<file path="src/hdl/fcpsg_pkg.sv">
// Shared constants, register offsets and helper functions of the sound unit.
package fcpsg_pkg;

	// Output sample rate in Hz
	localparam int SAMPLE_RATE = 16000;
	// Envelope tick length in samples per period unit
	localparam int ENV_UNIT = SAMPLE_RATE / 64;
	localparam int ECNT_W = $clog2(7 * ENV_UNIT + 1);
	// DC blocker feedback coefficient, Q15
	localparam logic signed [15:0] DC_COEF = 16'sd32604;

	// Step divider sizes
	localparam int NUM_W = 38;
	localparam int DEN_W = $clog2(2048 * SAMPLE_RATE + 1);
	localparam int DCNT_W = $clog2(NUM_W);

	// Reciprocal of the sample rate scaled by 2^48, rounded up; the noise step is
	// hz * 65536 / SAMPLE_RATE, taken as (hz * NZ_RECIP) >> 32
	localparam longint unsigned NZ_RECIP =
		((64'd1 << 48) + 64'(SAMPLE_RATE) - 64'd1) / 64'(SAMPLE_RATE);

	// Item kinds
	localparam logic [1:0] OP_WR = 2'd0;
	localparam logic [1:0] OP_RD = 2'd1;
	localparam logic [1:0] OP_TICK = 2'd2;

	// Register offsets from the bus base
	localparam logic [5:0] RG_DUTY1 = 6'h01;
	localparam logic [5:0] RG_ENV1 = 6'h02;
	localparam logic [5:0] RG_LO1 = 6'h03;
	localparam logic [5:0] RG_HI1 = 6'h04;
	localparam logic [5:0] RG_DUTY2 = 6'h06;
	localparam logic [5:0] RG_ENV2 = 6'h07;
	localparam logic [5:0] RG_LO2 = 6'h08;
	localparam logic [5:0] RG_HI2 = 6'h09;
	localparam logic [5:0] RG_WON = 6'h0A;
	localparam logic [5:0] RG_WLVL = 6'h0C;
	localparam logic [5:0] RG_WLO = 6'h0D;
	localparam logic [5:0] RG_WHI = 6'h0E;
	localparam logic [5:0] RG_NENV = 6'h11;
	localparam logic [5:0] RG_NPOLY = 6'h12;
	localparam logic [5:0] RG_NCTL = 6'h13;
	localparam logic [5:0] RG_VOL = 6'h14;
	localparam logic [5:0] RG_PAN = 6'h15;
	localparam logic [5:0] RG_PWR = 6'h16;

	// Slots of the registers fetched at the start of a tick
	localparam logic [2:0] TR_DUTY1 = 3'd0;
	localparam logic [2:0] TR_ENV1 = 3'd1;
	localparam logic [2:0] TR_DUTY2 = 3'd2;
	localparam logic [2:0] TR_ENV2 = 3'd3;
	localparam logic [2:0] TR_WON = 3'd4;
	localparam logic [2:0] TR_WLVL = 3'd5;
	localparam logic [2:0] TR_NENV = 3'd6;
	localparam logic [2:0] TR_NPOLY = 3'd7;

	typedef struct packed {
		logic [ECNT_W-1:0] cnt;
		logic [3:0] vol;
	} env_t;

	// Bits that always read as one
	function automatic logic [7:0] read_mask(input logic [5:0] idx);
		logic [7:0] m;
		case (idx)
			6'h00: m = 8'h80;
			6'h01: m = 8'h3F;
			6'h02: m = 8'h00;
			6'h04: m = 8'hBF;
			6'h06: m = 8'h3F;
			6'h07: m = 8'h00;
			6'h09: m = 8'hBF;
			6'h0A: m = 8'h7F;
			6'h0C: m = 8'h9F;
			6'h0E: m = 8'hBF;
			6'h11: m = 8'h00;
			6'h12: m = 8'h00;
			6'h13: m = 8'hBF;
			6'h14: m = 8'h00;
			6'h15: m = 8'h00;
			6'h16: m = 8'h70;
			default: m = (idx < 6'h20) ? 8'hFF : 8'h00;
		endcase
		return m;
	endfunction

	// Register that pairs with a written one for a step or gain update
	function automatic logic [5:0] partner(input logic [5:0] idx);
		logic [5:0] p;
		case (idx)
			RG_LO1: p = RG_HI1;
			RG_HI1: p = RG_LO1;
			RG_LO2: p = RG_HI2;
			RG_HI2: p = RG_LO2;
			RG_WLO: p = RG_WHI;
			RG_WHI: p = RG_WLO;
			RG_VOL: p = RG_PAN;
			RG_PAN: p = RG_VOL;
			default: p = idx;
		endcase
		return p;
	endfunction

	// Register consulted when a trigger bit is written
	function automatic logic [5:0] trig_src(input logic [5:0] idx);
		logic [5:0] p;
		case (idx)
			RG_HI1: p = RG_ENV1;
			RG_HI2: p = RG_ENV2;
			RG_WHI: p = RG_WON;
			RG_NCTL: p = RG_NENV;
			default: p = idx;
		endcase
		return p;
	endfunction

	// Fetch order of a tick
	function automatic logic [5:0] tick_addr(input logic [2:0] slot);
		logic [5:0] a;
		case (slot)
			TR_DUTY1: a = RG_DUTY1;
			TR_ENV1: a = RG_ENV1;
			TR_DUTY2: a = RG_DUTY2;
			TR_ENV2: a = RG_ENV2;
			TR_WON: a = RG_WON;
			TR_WLVL: a = RG_WLVL;
			TR_NENV: a = RG_NENV;
			default: a = RG_NPOLY;
		endcase
		return a;
	endfunction

	function automatic logic [15:0] duty_limit(input logic [1:0] d);
		logic [15:0] l;
		case (d)
			2'd0: l = 16'd8192;
			2'd1: l = 16'd16384;
			2'd2: l = 16'd32768;
			default: l = 16'd49152;
		endcase
		return l;
	endfunction

	// Noise base clock in Hz per divider code
	function automatic logic [16:0] noise_hz(input logic [2:0] c);
		logic [16:0] h;
		case (c)
			3'd0: h = 17'(524288 / 8);
			3'd1: h = 17'(524288 / 16);
			3'd2: h = 17'(524288 / 32);
			3'd3: h = 17'(524288 / 48);
			3'd4: h = 17'(524288 / 64);
			3'd5: h = 17'(524288 / 80);
			3'd6: h = 17'(524288 / 96);
			default: h = 17'(524288 / 112);
		endcase
		return h;
	endfunction

	// One envelope tick
	function automatic env_t env_step(input logic [7:0] r, input env_t e);
		env_t n;
		logic [ECNT_W:0] nc;
		logic [ECNT_W:0] thr;
		n = e;
		nc = (ECNT_W + 1)'(e.cnt) + 1'b1;
		thr = (ECNT_W + 1)'(r[2:0]) * (ECNT_W + 1)'(ENV_UNIT);
		if (r[2:0] != 3'd0) begin
			if (nc < thr) begin
				n.cnt = nc[ECNT_W-1:0];
			end else begin
				n.cnt = '0;
				if (r[3]) begin
					if (e.vol != 4'hF) n.vol = e.vol + 4'd1;
				end else if (e.vol != 4'h0) begin
					n.vol = e.vol - 4'd1;
				end
			end
		end
		return n;
	endfunction

	// One noise shift register clock
	function automatic logic [14:0] lfsr_step(input logic [14:0] s, input logic narrow);
		logic b;
		logic [14:0] n;
		b = s[0] ^ s[1];
		n = {b, s[14:1]};
		if (narrow) n[6] = b;
		return n;
	endfunction

endpackage

</file>
<file path="src/hdl/four_channel_psg_with_dc_block_top.sv">
// Four-channel sound unit with mono mix and DC blocker, register file in RAM.
//
// Each beat on the slave side is a bus write, a bus read or a sample tick; each
// gives exactly one beat on the master side. The 48 registers sit in a
// single-port RAM with a registered read, so the block works on one item at
// a time. A tick fetches its control registers, then clocks the noise register
// once per noise phase wrap (up to five times); while powered off it goes
// straight to the result. A write to the power register or outside the register
// range skips the partner and trigger reads, and a write to a pulse or wave
// frequency register runs the bit-serial step divider before the output register.
module four_channel_psg_with_dc_block_top
	import fcpsg_pkg::*;
(
	input  logic        clk,
	input  logic        arst_n,
	input  logic        s_tvalid,
	output logic        s_tready,
	input  logic [23:0] s_tdata,   // addr[15:0], wdata[23:16]
	input  logic [1:0]  s_tuser,   // op[1:0]
	output logic        m_tvalid,
	input  logic        m_tready,
	output logic [23:0] m_tdata    // read_data[7:0], sample[23:8]
);

	localparam logic [3:0] S_IDLE = 4'd0;
	localparam logic [3:0] S_RD0 = 4'd1;
	localparam logic [3:0] S_RD1 = 4'd2;
	localparam logic [3:0] S_WR0 = 4'd3;
	localparam logic [3:0] S_WR1 = 4'd4;
	localparam logic [3:0] S_WR2 = 4'd5;
	localparam logic [3:0] S_WR3 = 4'd6;
	localparam logic [3:0] S_DIV = 4'd7;
	localparam logic [3:0] S_TFET = 4'd8;
	localparam logic [3:0] S_TCH = 4'd9;
	localparam logic [3:0] S_TWV = 4'd10;
	localparam logic [3:0] S_TNZ = 4'd11;
	localparam logic [3:0] S_TMIX = 4'd12;
	localparam logic [3:0] S_TDC = 4'd13;
	localparam logic [3:0] S_DONE = 4'd14;

	localparam logic [1:0] DT_P0 = 2'd0;
	localparam logic [1:0] DT_P1 = 2'd1;
	localparam logic [1:0] DT_WV = 2'd2;

	// Register file RAM and its valid bits
	logic [7:0] mem [48];
	logic [47:0] vld_q;
	logic [7:0] rd_q;
	logic rdv_q;
	logic [5:0] mem_addr;
	logic mem_we;
	logic [7:0] mem_wd;
	logic [7:0] rdata;

	logic [3:0] st_q;
	logic [5:0] idx_q;
	logic inrng_q;
	logic [7:0] wd_q;
	logic [7:0] part_q;
	logic [3:0] cnt_q;
	logic [7:0] tr_q [8];

	// Channel state
	logic master_on_q;
	logic [3:0] en_q;
	logic [15:0] pph_q [2];
	logic [19:0] pstep_q [2];
	env_t env_q [3];
	logic [20:0] wph_q;
	logic [23:0] wstep_q;
	logic [15:0] nph_q;
	logic [18:0] nstep_q;
	logic [14:0] nsr_q;
	logic [4:0] gain_q [4];
	logic signed [15:0] dcin_q;
	logic signed [15:0] dcout_q;

	// Tick working registers
	logic signed [7:0] cho_q [4];
	logic wpos0_q;
	logic nact_q;
	logic [19:0] nacc_q;
	logic signed [17:0] mix_q;
	logic signed [31:0] prod_q;

	// Divider
	logic [NUM_W-1:0] dnum_q;
	logic [DEN_W-1:0] dden_q;
	logic [DEN_W-1:0] drem_q;
	logic [DCNT_W-1:0] dcnt_q;
	logic [1:0] dtgt_q;

	// Result
	logic [7:0] res_rd_q;
	logic [15:0] res_smp_q;
	logic m_tvalid_q;
	logic [23:0] m_tdata_q;

	// Combinational helpers
	logic [7:0] penv [2];
	logic [7:0] pduty [2];
	logic pact [2];
	logic [15:0] pph_n [2];
	env_t penv_n [2];
	logic signed [7:0] pout [2];
	logic [6:0] pmag [2];
	logic wact;
	logic [20:0] wph_n;
	logic [3:0] wnib;
	logic signed [5:0] wval;
	env_t nenv_n;
	logic [6:0] nmag;
	logic signed [15:0] mix_sum;
	logic signed [16:0] fb;
	logic signed [19:0] ysum;
	logic signed [15:0] ysat;
	logic [DEN_W:0] remx;
	logic dge;
	logic [NUM_W-1:0] dq_n;
	logic [10:0] wfreq;
	logic [11:0] wdist;
	logic [16:0] nhz;
	logic [52:0] nzprod;
	logic [7:0] gvol;
	logic [7:0] gpan;
	logic [3:0] grg;
	logic [3:0] glg;
	logic trig;
	logic [2:0] tslot;

	assign rdata = rdv_q ? rd_q : 8'h00;
	assign s_tready = (st_q == S_IDLE);
	assign m_tvalid = m_tvalid_q;
	assign m_tdata = m_tdata_q;
	assign tslot = 3'(cnt_q - 4'd1);

	// Pick the RAM port address for this cycle
	always_comb begin
		mem_addr = 6'h00;
		mem_we = 1'b0;
		mem_wd = wd_q;
		case (st_q)
			S_WR0: begin
				mem_addr = idx_q;
				mem_we = inrng_q;
				if (idx_q == RG_PWR) mem_wd = {wd_q[7], 7'b0};
			end
			S_WR1: mem_addr = partner(idx_q);
			S_WR2: mem_addr = trig_src(idx_q);
			S_RD0: mem_addr = inrng_q ? idx_q : 6'h00;
			S_TFET: mem_addr = tick_addr(cnt_q[2:0]);
			S_TCH: mem_addr = {2'b10, wph_n[20:17]};
			default: mem_addr = 6'h00;
		endcase
	end

	// Register file RAM
	always_ff @(posedge clk) begin
		if (mem_we) mem[mem_addr] <= mem_wd;
		rd_q <= mem[mem_addr];
	end

	always_ff @(posedge clk or negedge arst_n) begin
		if (!arst_n) begin
			vld_q <= '0;
			rdv_q <= 1'b0;
		end else begin
			if (mem_we) vld_q[mem_addr] <= 1'b1;
			rdv_q <= vld_q[mem_addr];
		end
	end

	// Channel arithmetic of a tick
	always_comb begin
		penv[0] = tr_q[TR_ENV1];
		penv[1] = tr_q[TR_ENV2];
		pduty[0] = tr_q[TR_DUTY1];
		pduty[1] = tr_q[TR_DUTY2];
		for (int k = 0; k < 2; k++) begin
			pact[k] = en_q[k] && (penv[k][7:3] != 5'd0);
			pph_n[k] = pph_q[k] + pstep_q[k][15:0];
			penv_n[k] = env_step(penv[k], env_q[k]);
			pmag[k] = {penv_n[k].vol, 3'b000};
			pout[k] = (pph_n[k] < duty_limit(pduty[k][7:6])) ?
				$signed({1'b0, pmag[k]}) : -$signed({1'b0, pmag[k]});
		end
		wact = en_q[2] && tr_q[TR_WON][7] && (tr_q[TR_WLVL][6:5] != 2'd0);
		wph_n = wph_q + wstep_q[20:0];
		wnib = wpos0_q ? rdata[3:0] : rdata[7:4];
		case (tr_q[TR_WLVL][6:5])
			2'd1: wval = $signed({2'b00, wnib}) - 6'sd8;
			2'd2: wval = $signed({3'b000, wnib[3:1]}) - 6'sd4;
			default: wval = $signed({4'b0000, wnib[3:2]}) - 6'sd2;
		endcase
		nenv_n = env_step(tr_q[TR_NENV], env_q[2]);
		nmag = {nenv_n.vol, 3'b000};
		mix_sum = 16'(cho_q[0]) * 16'($signed({1'b0, gain_q[0]}))
			+ 16'(cho_q[1]) * 16'($signed({1'b0, gain_q[1]}))
			+ 16'(cho_q[2]) * 16'($signed({1'b0, gain_q[2]}))
			+ 16'(cho_q[3]) * 16'($signed({1'b0, gain_q[3]}));
		fb = prod_q[31:15];
		ysum = 20'(mix_q) - 20'(dcin_q) + 20'(fb);
		if (ysum > 20'sd32767) ysat = 16'sh7FFF;
		else if (ysum < -20'sd32768) ysat = 16'sh8000;
		else ysat = ysum[15:0];
	end

	// Divider step and write-side operand selection
	always_comb begin
		remx = {drem_q, dnum_q[NUM_W-1]};
		dge = (remx >= {1'b0, dden_q});
		dq_n = {dnum_q[NUM_W-2:0], dge};
		if (idx_q == RG_LO1 || idx_q == RG_LO2 || idx_q == RG_WLO) begin
			wfreq = {part_q[2:0], wd_q};
		end else begin
			wfreq = {wd_q[2:0], part_q};
		end
		wdist = 12'h800 - {1'b0, wfreq};
		nhz = (wd_q[7:4] != 4'hF) ? (noise_hz(wd_q[2:0]) >> wd_q[7:4]) : 17'd0;
		// Noise step by reciprocal of the sample rate
		nzprod = 53'(nhz) * 53'(NZ_RECIP);
		gvol = (idx_q == RG_VOL) ? wd_q : part_q;
		gpan = (idx_q == RG_VOL) ? part_q : wd_q;
		grg = {1'b0, gvol[2:0]} + 4'd1;
		glg = {1'b0, gvol[6:4]} + 4'd1;
		trig = master_on_q && wd_q[7];
	end

	// Sequencer
	always_ff @(posedge clk or negedge arst_n) begin
		if (!arst_n) begin
			st_q <= S_IDLE;
			master_on_q <= 1'b0;
			en_q <= '0;
			pph_q[0] <= '0;
			pph_q[1] <= '0;
			pstep_q[0] <= '0;
			pstep_q[1] <= '0;
			env_q[0] <= '0;
			env_q[1] <= '0;
			env_q[2] <= '0;
			wph_q <= '0;
			wstep_q <= '0;
			nph_q <= '0;
			nstep_q <= '0;
			nsr_q <= '0;
			for (int c = 0; c < 4; c++) gain_q[c] <= '0;
			dcin_q <= '0;
			dcout_q <= '0;
			m_tvalid_q <= 1'b0;
			cnt_q <= '0;
			dcnt_q <= '0;
		end else begin
			// Drain the output register
			if (m_tready && st_q != S_DONE) m_tvalid_q <= 1'b0;
			case (st_q)
				S_IDLE: begin
					res_rd_q <= 8'h00;
					res_smp_q <= 16'h0000;
					if (s_tvalid) begin
						wd_q <= s_tdata[23:16];
						idx_q <= s_tdata[5:0] - 6'h10;
						inrng_q <= (s_tdata[15:8] == 8'hFF) && (s_tdata[7:6] == 2'b00)
							&& (s_tdata[5:4] != 2'b00);
						cnt_q <= '0;
						case (s_tuser)
							OP_WR: st_q <= S_WR0;
							OP_RD: st_q <= S_RD0;
							OP_TICK: st_q <= master_on_q ? S_TFET : S_DONE;
							default: st_q <= S_DONE;
						endcase
					end
				end
				S_RD0: st_q <= S_RD1;
				S_RD1: begin
					res_rd_q <= inrng_q ? (rdata | read_mask(idx_q)) : 8'hFF;
					st_q <= S_DONE;
				end
				// Store the byte; the power register acts at once
				S_WR0: begin
					if (!inrng_q) begin
						st_q <= S_DONE;
					end else if (idx_q == RG_PWR) begin
						master_on_q <= wd_q[7];
						if (!wd_q[7]) begin
							en_q <= '0;
							dcin_q <= '0;
							dcout_q <= '0;
						end
						st_q <= S_DONE;
					end else begin
						st_q <= S_WR1;
					end
				end
				S_WR1: st_q <= S_WR2;
				S_WR2: begin
					part_q <= rdata;
					st_q <= S_WR3;
				end
				// Gains, noise step, triggers and divider launch
				S_WR3: begin
					dcnt_q <= '0;
					drem_q <= '0;
					dden_q <= DEN_W'(wdist) * DEN_W'(SAMPLE_RATE);
					if (idx_q inside {RG_LO1, RG_HI1, RG_LO2, RG_HI2, RG_WLO, RG_WHI}) begin
						st_q <= S_DIV;
					end else begin
						st_q <= S_DONE;
					end
					case (idx_q)
						RG_VOL, RG_PAN: begin
							for (int c = 0; c < 4; c++) begin
								gain_q[c] <= (gpan[c] ? {1'b0, grg} : 5'd0)
									+ (gpan[c + 4] ? {1'b0, glg} : 5'd0);
							end
						end
						RG_LO1, RG_HI1: begin
							dnum_q <= NUM_W'(1) << 33;
							dtgt_q <= DT_P0;
						end
						RG_LO2, RG_HI2: begin
							dnum_q <= NUM_W'(1) << 33;
							dtgt_q <= DT_P1;
						end
						RG_WLO, RG_WHI: begin
							dnum_q <= NUM_W'(1) << 37;
							dtgt_q <= DT_WV;
						end
						RG_NPOLY: nstep_q <= nzprod[50:32];
						default: ;
					endcase
					if (trig) begin
						case (idx_q)
							RG_HI1: begin
								en_q[0] <= (rdata[7:3] != 5'd0);
								pph_q[0] <= '0;
								env_q[0] <= '{cnt: '0, vol: rdata[7:4]};
							end
							RG_HI2: begin
								en_q[1] <= (rdata[7:3] != 5'd0);
								pph_q[1] <= '0;
								env_q[1] <= '{cnt: '0, vol: rdata[7:4]};
							end
							RG_WHI: begin
								en_q[2] <= rdata[7];
								wph_q <= '0;
							end
							RG_NCTL: begin
								en_q[3] <= (rdata[7:3] != 5'd0);
								nph_q <= '0;
								nsr_q <= 15'h7FFF;
								env_q[2] <= '{cnt: '0, vol: rdata[7:4]};
							end
							default: ;
						endcase
					end
				end
				// Restoring division, one quotient bit per cycle
				S_DIV: begin
					drem_q <= dge ? DEN_W'(remx - {1'b0, dden_q}) : remx[DEN_W-1:0];
					dnum_q <= dq_n;
					dcnt_q <= dcnt_q + 1'b1;
					if (dcnt_q == DCNT_W'(NUM_W - 1)) begin
						case (dtgt_q)
							DT_P0: pstep_q[0] <= dq_n[19:0];
							DT_P1: pstep_q[1] <= dq_n[19:0];
							default: wstep_q <= dq_n[23:0];
						endcase
						st_q <= S_DONE;
					end
				end
				// Fetch the control registers of a tick
				S_TFET: begin
					if (cnt_q != 4'd0) tr_q[tslot] <= rdata;
					cnt_q <= cnt_q + 4'd1;
					if (cnt_q == 4'd8) st_q <= S_TCH;
				end
				// Advance pulses, wave phase and noise phase
				S_TCH: begin
					for (int k = 0; k < 2; k++) begin
						if (pact[k]) begin
							pph_q[k] <= pph_n[k];
							env_q[k] <= penv_n[k];
							cho_q[k] <= pout[k];
						end else begin
							cho_q[k] <= 8'sd0;
						end
					end
					if (wact) wph_q <= wph_n;
					wpos0_q <= wph_n[16];
					nact_q <= en_q[3] && (tr_q[TR_NENV][7:3] != 5'd0);
					nacc_q <= {4'b0, nph_q} + {1'b0, nstep_q};
					st_q <= S_TWV;
				end
				S_TWV: begin
					if (!wact) cho_q[2] <= 8'sd0;
					else cho_q[2] <= 8'({wval, 3'b000});
					st_q <= S_TNZ;
				end
				// Clock the noise register once per phase wrap
				S_TNZ: begin
					if (!nact_q) begin
						cho_q[3] <= 8'sd0;
						st_q <= S_TMIX;
					end else if (nacc_q[19:16] != 4'd0) begin
						nacc_q <= nacc_q - 20'h10000;
						nsr_q <= lfsr_step(nsr_q, tr_q[TR_NPOLY][3]);
					end else begin
						nph_q <= nacc_q[15:0];
						env_q[2] <= nenv_n;
						cho_q[3] <= nsr_q[0] ? -$signed({1'b0, nmag}) : $signed({1'b0, nmag});
						st_q <= S_TMIX;
					end
				end
				S_TMIX: begin
					mix_q <= 18'(mix_sum) <<< 2;
					prod_q <= dcout_q * DC_COEF;
					st_q <= S_TDC;
				end
				// DC blocker and saturation
				S_TDC: begin
					dcin_q <= mix_q[15:0];
					dcout_q <= ysat;
					res_smp_q <= ysat;
					st_q <= S_DONE;
				end
				// Hand the result to the output register
				S_DONE: begin
					if (!m_tvalid_q || m_tready) begin
						m_tvalid_q <= 1'b1;
						m_tdata_q <= {res_smp_q, res_rd_q};
						st_q <= S_IDLE;
					end
				end
				default: st_q <= S_IDLE;
			endcase
		end
	end

endmodule

</file>
<file path="config.mk">
export PLATFORM = sky130hd
export DESIGN_NAME = four_channel_psg_with_dc_block_top
export DESIGN_NICKNAME = d
export VERILOG_FILES = /design/src/hdl/fcpsg_pkg.sv /design/src/hdl/four_channel_psg_with_dc_block_top.sv
export SDC_FILE = /design/constraint.sdc
export NUM_CORES = 2
export LEC_CHECK = 0
export BUFFER_PORTS_ARGS = -buffer_cell sky130_fd_sc_hd__buf_4
export CORE_ASPECT_RATIO = 0.8
export CORE_UTILIZATION = 30
export DETAILED_ROUTE_END_ITERATION = 10
export PLACE_DENSITY_LB_ADDON = 0.25
export SLEW_MARGIN = 5
export SYNTH_ARGS = -nofsm -noshare
export SYNTH_HDL_FRONTEND = slang
export SYNTH_SLANG_ARGS = --single-unit
</file>
<file path="constraint.sdc">
create_clock -name clk -period 11 [get_ports clk]
set_clock_uncertainty 0.1 [all_clocks]
set_input_delay 2.2 -clock clk [delete_from_list [all_inputs] [get_ports clk]]
set_output_delay 2.2 -clock clk [all_outputs]
set_load 0.05 [all_outputs]
</file>
# Word-level counts from Yosys, hierarchy flattened
# Memory sizes are Yosys's and may differ from the RTL's. A register that Yosys moved wholly into a read port is not among the register bits.
# Index checks and enable logic that the tools add are counted.
# word_totals
regBits	544
mem_bits_rw	480
inputBits	30
output_inout_bits	26
memories	3
# memory_table
name	depth	width	rd	rd_ports_with_merged_regs	write_ports	line	source
mem	48	8	1	1	1	four_channel_psg_with_dc_block_top.sv:46	logic [7:0] mem [48];
tr_q	8	8	8	0	1	four_channel_psg_with_dc_block_top.sv:61	logic [7:0] tr_q [8];
cho_q	4	8	4	0	2	four_channel_psg_with_dc_block_top.sv:79	logic signed [7:0] cho_q [4];
# classes
n_addsub	37
mul	10
order_cmp	11
n_eq_ne	84
shift	1
n_mux	170
bitwise_logic	8
reduce_logical	102
# op_table
cell	n
15-bit two-way mux	14
16-bit two-way mux	13
38-bit one-hot mux with 2 select lines	2
4-bit two-way mux	35
16-bit one-hot mux with 2 select lines	4
17-bit one-hot mux with 7 select lines	1
8-bit two-way mux	14
16-bit one-hot mux with 3 select lines	2
32-bit one-hot mux with 2 select lines	1
21-bit two-way mux	3
15-bit one-hot mux with 2 select lines	2
30-bit one-hot mux with 2 select lines	1
8-bit by 6-bit multiplier with 14-bit output	4
4-bit one-hot mux with 14 select lines	1
8-bit one-hot mux with 7 select lines	1
17-bit by 35-bit multiplier with 51-bit output (second input constant)	1
25-bit one-hot mux with 2 select lines	1
48-bit bitwise OR	1
6-bit one-hot mux with 8 select lines	1
45-bit two-way mux	1
11-bit two-way mux	4
1-bit two-way mux	43
21-bit one-hot mux with 2 select lines	1
20-bit two-way mux	2
100 further kinds	270

# Longest topological paths before layout
# An unclocked memory read counts as a cell.
# logic_depth
word_depth	11
depth_mapped	38
ltp_nobuf	36

# Worst setup path after synthesis
# No wires, ideal clock.
# synth_timing
kind	flip-flop to flip-flop
startpoint	reg wd_q[7]
endpoint	reg nstep_q[18]
arrival_ns	8.130
path_slack_ns	2.635
stages_incl_launch_ff	28
n_path_buf	2
synth_period_minus_slack_ns	8.365
path_cell_list	edfxtp_1 clkbuf_1 clkbuf_1 nor4_1 inv_1 fa_1 inv_1 ha_1 a21o_1 fa_1 fa_1 fa_1 inv_1 fa_1 inv_1 ha_1 and3_1 and3_1 nand2_1 or4_1 o211ai_1 a21boi_0 a311oi_1 o21ai_0 a211o_1 o21ai_1 xnor2_1 o21ai_0
# synth_via
elab_chain_len	3
elab_cells_between_ends	4
cone_classes	1 x mul; 1 x eq/ne; 1 x shift; 1 x mux
# synth_rtl
element	line	source
start: declaration	four_channel_psg_with_dc_block_top.sv:58	logic [7:0] wd_q;
start signal: assignment	four_channel_psg_with_dc_block_top.sv:261	wd_q <= s_tdata[23:16];
17-bit by 4-bit right shift with 17-bit output or 4-bit != test (tied branches)	four_channel_psg_with_dc_block_top.sv:219	nhz = (wd_q[7:4] != 4'hF) ? (noise_hz(wd_q[2:0]) >> wd_q[7:4]) : 17'd0;
17-bit two-way mux *	four_channel_psg_with_dc_block_top.sv:219	
17-bit by 35-bit multiplier with 51-bit output *	four_channel_psg_with_dc_block_top.sv:221	nzprod = 53'(nhz) * 53'(NZ_RECIP);
end signal: assignment	four_channel_psg_with_dc_block_top.sv:329	RG_NPOLY: nstep_q <= nzprod[50:32];
end: declaration	four_channel_psg_with_dc_block_top.sv:72	logic [18:0] nstep_q;
# Every way passes the cells marked *; elsewhere a longest branch is shown, timed or not.
# A chain may end at the register's enable or synchronous reset.

# Final worst setup path
# layout_timing
startpoint	reg wd_q[6]
endpoint	reg nstep_q[18]
# The elaborated chain is that of the path after synthesis.

==> PnR_summary.wiki <==
{| class="wikitable"
! Metric !! Value
|-
| Result of the run || complete, no violations
|-
| XOR/XNOR Fraction of Synth Area || 2.95%
|-
| Via-per-instance ratio || 4.93
|-
| Via count of the first global-routing pass || 47000
|-
| Worst path depth || 27
|-
| EDFF count, synth || 641
|-
| Core Box Area || 226000 sq um
|-
| Max capacitance violation total || 0
|-
| Global-route wire length before repair || 291 mm
|-
| Violation count after the first detailed-routing iteration || 3895
|-
| Mapped Cells || 6421
|-
| Standard-cell row count || 156
|-
| Fraction of met3 tracks used by global routing || 2.35%
|-
| Fin crit share || 88.3%
|-
| Routed wire length || 188 mm
|-
| Biggest area consumer among synthesized cells || sky130_fd_sc_hd__edfxtp_1
|-
| Die footprint || 230000 sq um
|-
| Register clock-pin slew on the reported worst setup and hold paths || 60 ps
|-
| Final estimated routing congestion in global placement || 0.885
|-
| Category of the critical setup timing path || flip-flop to flip-flop
|-
| Maximum cell stage delay along the critical path || 1190 ps
|-
| Most Used Layer, Global Route || met1
|-
| Number of failing hold endpoints at the final stage || 0
|-
| CP Data Required Time || 11500 ps
|-
| Worst reg-to-reg path cell count || 27
|-
| Total number of H-tree levels || 3
|-
| Slew Limit Fails || 0
|-
| TritonCTS clock tree || yes
|-
| Buf+Inv Stages, Crit Path || 4
|-
| Sequential area share after synthesis || 39.9%
|-
| Launching element type of the critical path || flip-flop
|-
| Area share of and/or/nand/nor cells after synthesis || 12.2%
|-
| Max Root-Sink Buffers || 3
|-
| Unique masters post-synth || 104
|-
| Cell types with the largest area share after synthesis || sky130_fd_sc_hd__edfxtp_1 28%, sky130_fd_sc_hd__fa_1 15%, sky130_fd_sc_hd__dfrtp_1 12%
|-
| Routed wire length per instance || 19.7 um
|-
| HPWL Detailed || 139 mm
|-
| Pre-antenna DRT Iters || 6
|-
| Count of cells resized by post-cts repair || 0
|-
| Global routing usage on met1 || 25.4%
|-
| Yosys warning total || 0
|-
| RSZ-0062 raised after global routing || false
|-
| Portion of synthesized cell area occupied by the leading cell type || 28.1%
|-
| Share of layout cells above drive strength 1 || 7.14%
|-
| FMAX || 103 MHz
|-
| Final critical-path required period || 9720 ps
|-
| Clock latency on the worst-skew pair || 740 ps
|-
| Mux contribution to synthesized area || 2.26%
|-
| Share of synthesized flip-flops with an asynchronous set or reset || 32.8%
|-
| Number of antenna-violating nets in the routed design || 0
|-
| Chip width || 536 um
|-
| Critical Path Most Common Cell || sky130_fd_sc_hd__fa_1
|-
| Highest net fanout along the worst path || 36
|-
| Number of hold buffers added after CTS || 0
|-
| Met2 track demand over resource in global routing || 24.2%
|-
| # DRC || 0
|-
| Worst reg2reg path startpoint || wd_q[6]
|-
| Final-stage net count || 7566
|-
| Remaining global-route overflow || 0
|-
| FF+latch count, synth || 966
|-
| Post-Syn Area per Cell || 10.7 sq um
|-
| Worst hold-check path type || flip-flop to flip-flop
|-
| Setup Fix Bufs, Post-CTS || 0
|-
| Overall fraction of global-route tracks in use || 16.4%
|-
| Maximum number of pins on one net before global-route repair || 125
|-
| Relative slew margins || 12.6%
|-
| Top_reg_cell synth || sky130_fd_sc_hd__edfxtp_1
|-
| Layout overhead on the synthesized area || 10.9%
|-
| Clock Sinks || 966
|-
| I/O Pins || 56
|-
| Post-synthesis cell area || 68500 sq um
|-
| Initial antenna violation count || 10
|-
| Main combinational cell family by area after synthesis || adder cells
|-
| Arrival time of data at the critical path endpoint || 10210 ps
|-
| Share of the synthesized area in compound gates (AO/OA/AOI/OAI) || 10.9%
|-
| Reg-to-reg setup timing slack || 1280 ps
|-
| Slowest CP cell || sky130_fd_sc_hd__edfxtp_1
|-
| Total CTS buffers || 100
|-
| Die H || 429 um
|-
| Port Buf Inserts || 55
|-
| Setup Viol. Count Final || 0
|-
| Worst hold stages || 0
|-
| Detailed-route via count || 47000
|-
| Effective utilization at floorplan || 30.3%
|-
| Crit-path leading delay family || adder cells
|-
| Area share of fa/ha/maj cells after synthesis || 25.5%
|-
| Endpoint of the lowest-slack register-to-register path || nstep_q[18]
|-
| Synthesized netlist net count || 7547
|-
| Root Buffer || sky130_fd_sc_hd__clkbuf_16
|-
| Setup TNS Final || 0 ps
|-
| Kind of capture point of the worst setup path || flip-flop
|-
| End point of the worst hold path || m_tdata[4]
|-
| Hold path start || res_rd_q[4]
|-
| Actual slew at the worst max-slew pin || 1300 ps
|}
[state kept, by name, indices dropped and copies added (netlist names), 18 cells and up]
signal	count
env_q	45
wstep_q	21
drem_q	25
gain_q	20
dden_q	18
tr_q	32
wph_q	21
cho_q	19
dnum_q	38
nacc_q	20
pph_q	32
pstep_q	32
nstep_q	19
m_tdata	24
vld_q	48
mem	384
[placed cells by master, fill, tap and decap left out, types with 68 or more instances in the layout]
master | synthesis | layout
sky130_fd_sc_hd__mux2i_1 | 76 | 76
sky130_fd_sc_hd__dfrtp_1 | 317 | 317
sky130_fd_sc_hd__a21oi_1 | 300 | 296
sky130_fd_sc_hd__nand2b_1 | 75 | 75
sky130_fd_sc_hd__clkbuf_16 | 0 | 107
sky130_fd_sc_hd__o21ai_0 | 249 | 247
sky130_fd_sc_hd__a22o_1 | 75 | 75
sky130_fd_sc_hd__nor3_1 | 99 | 95
sky130_fd_sc_hd__a21o_1 | 98 | 98
sky130_fd_sc_hd__and2_1 | 146 | 141
sky130_fd_sc_hd__inv_1 | 885 | 885
sky130_fd_sc_hd__nand2_1 | 635 | 635
sky130_fd_sc_hd__buf_4 | 8 | 125
sky130_fd_sc_hd__and3_1 | 69 | 68
sky130_fd_sc_hd__nor2_1 | 338 | 333
sky130_fd_sc_hd__ha_1 | 594 | 594
sky130_fd_sc_hd__nand3_1 | 139 | 139
sky130_fd_sc_hd__xor2_1 | 104 | 104
sky130_fd_sc_hd__fa_1 | 502 | 502
sky130_fd_sc_hd__xnor2_1 | 124 | 124
sky130_fd_sc_hd__edfxtp_1 | 641 | 641
[per-stage QoR]
step / util, % / hold WS, ps / std cells / setup slack, ps / cell area, sq um
floorplan: - / 300 / 6421 / 2630 / 68500
global placement: 32.0 / 304 / 9340 / 1340 / 72500
detailed placement: 32.0 / 305 / 9340 / 1240 / 72500
CTS: 33.5 / 319 / 9530 / 1210 / 76000
global route: 33.5 / 327 / 9531 / 637 / 76000
finish: 33.5 / 319 / 9533 / 1280 / 76000
[final cells by class]
type / instances / area [sq um]
fill: 22800 / 150000
multi-input combinational: 4356 / 37000
sequential: 966 / 27300
tap: 3002 / 3760
inverter: 887 / 3330
clock buffer: 144 / 2940
timing repair buffer: 129 / 1010
clock inverter: 46 / 544
antenna: 3 / 7.51
[worst register-to-register path: cells and delay by family (launching register included)]
kind | cells | cell delay [ps]
adder cells (fa/ha/maj) | 7 | 3620
AO/OA/AOI/OAI | 9 | 2600
AND/OR/NAND/NOR | 6 | 1610
flip-flops | 1 | 1190
buffers and inverters | 4 | 320
XOR/XNOR | 1 | 130
[worst max path at each step]
stage / from / end / slack, ps
final: wd_q[6] / nstep_q[18] / 1280
after global routing: wd_q[6] / nstep_q[17] / 640
after CTS: wd_q[6] / nstep_q[18] / 1210
after detailed placement: wd_q[6] / nstep_q[18] / 1240
after global placement: wd_q[5] / nstep_q[17] / 1340
after floorplan: wd_q[7] / nstep_q[18] / 2630
[synth_stat cells, drive strengths merged, types with 69 or more instances]
cell type / instances
a21o: 98
a21oi: 301
a22o: 75
and2: 146
and3: 69
buf: 100
clkbuf: 112
dfrtp: 317
edfxtp: 641
fa: 502
ha: 594
inv: 885
mux2: 69
mux2i: 76
nand2: 636
nand2b: 75
nand3: 140
nor2: 340
nor3: 102
o21ai: 261
xnor2: 124
xor2: 104
[routing by layer]
| metal | vias up | share of wire, % |
|---|---|---|
| li1 | 22100 | - |
| met1 | 23600 | 50 |
| met2 | 1126 | 43 |
| met3 | 153 | 5.7 |
| met4 | 2 | 1.3 |
| met5 | - | 0.0096 |
[cell families after synthesis]
| group | Yosys count |
|---|---|
| AO/OA/AOI/OAI | 1139 |
| AND/OR/NAND/NOR | 1746 |
| flip-flops | 966 |
| multiplexers | 145 |
| buffers and inverters | 1099 |
| adder cells (fa/ha/maj) | 1097 |
| XOR/XNOR | 229 |
Power is left out: the tool's default activity adds up to more than one toggle a clock period on the data nets, which glitch-free logic cannot reach.
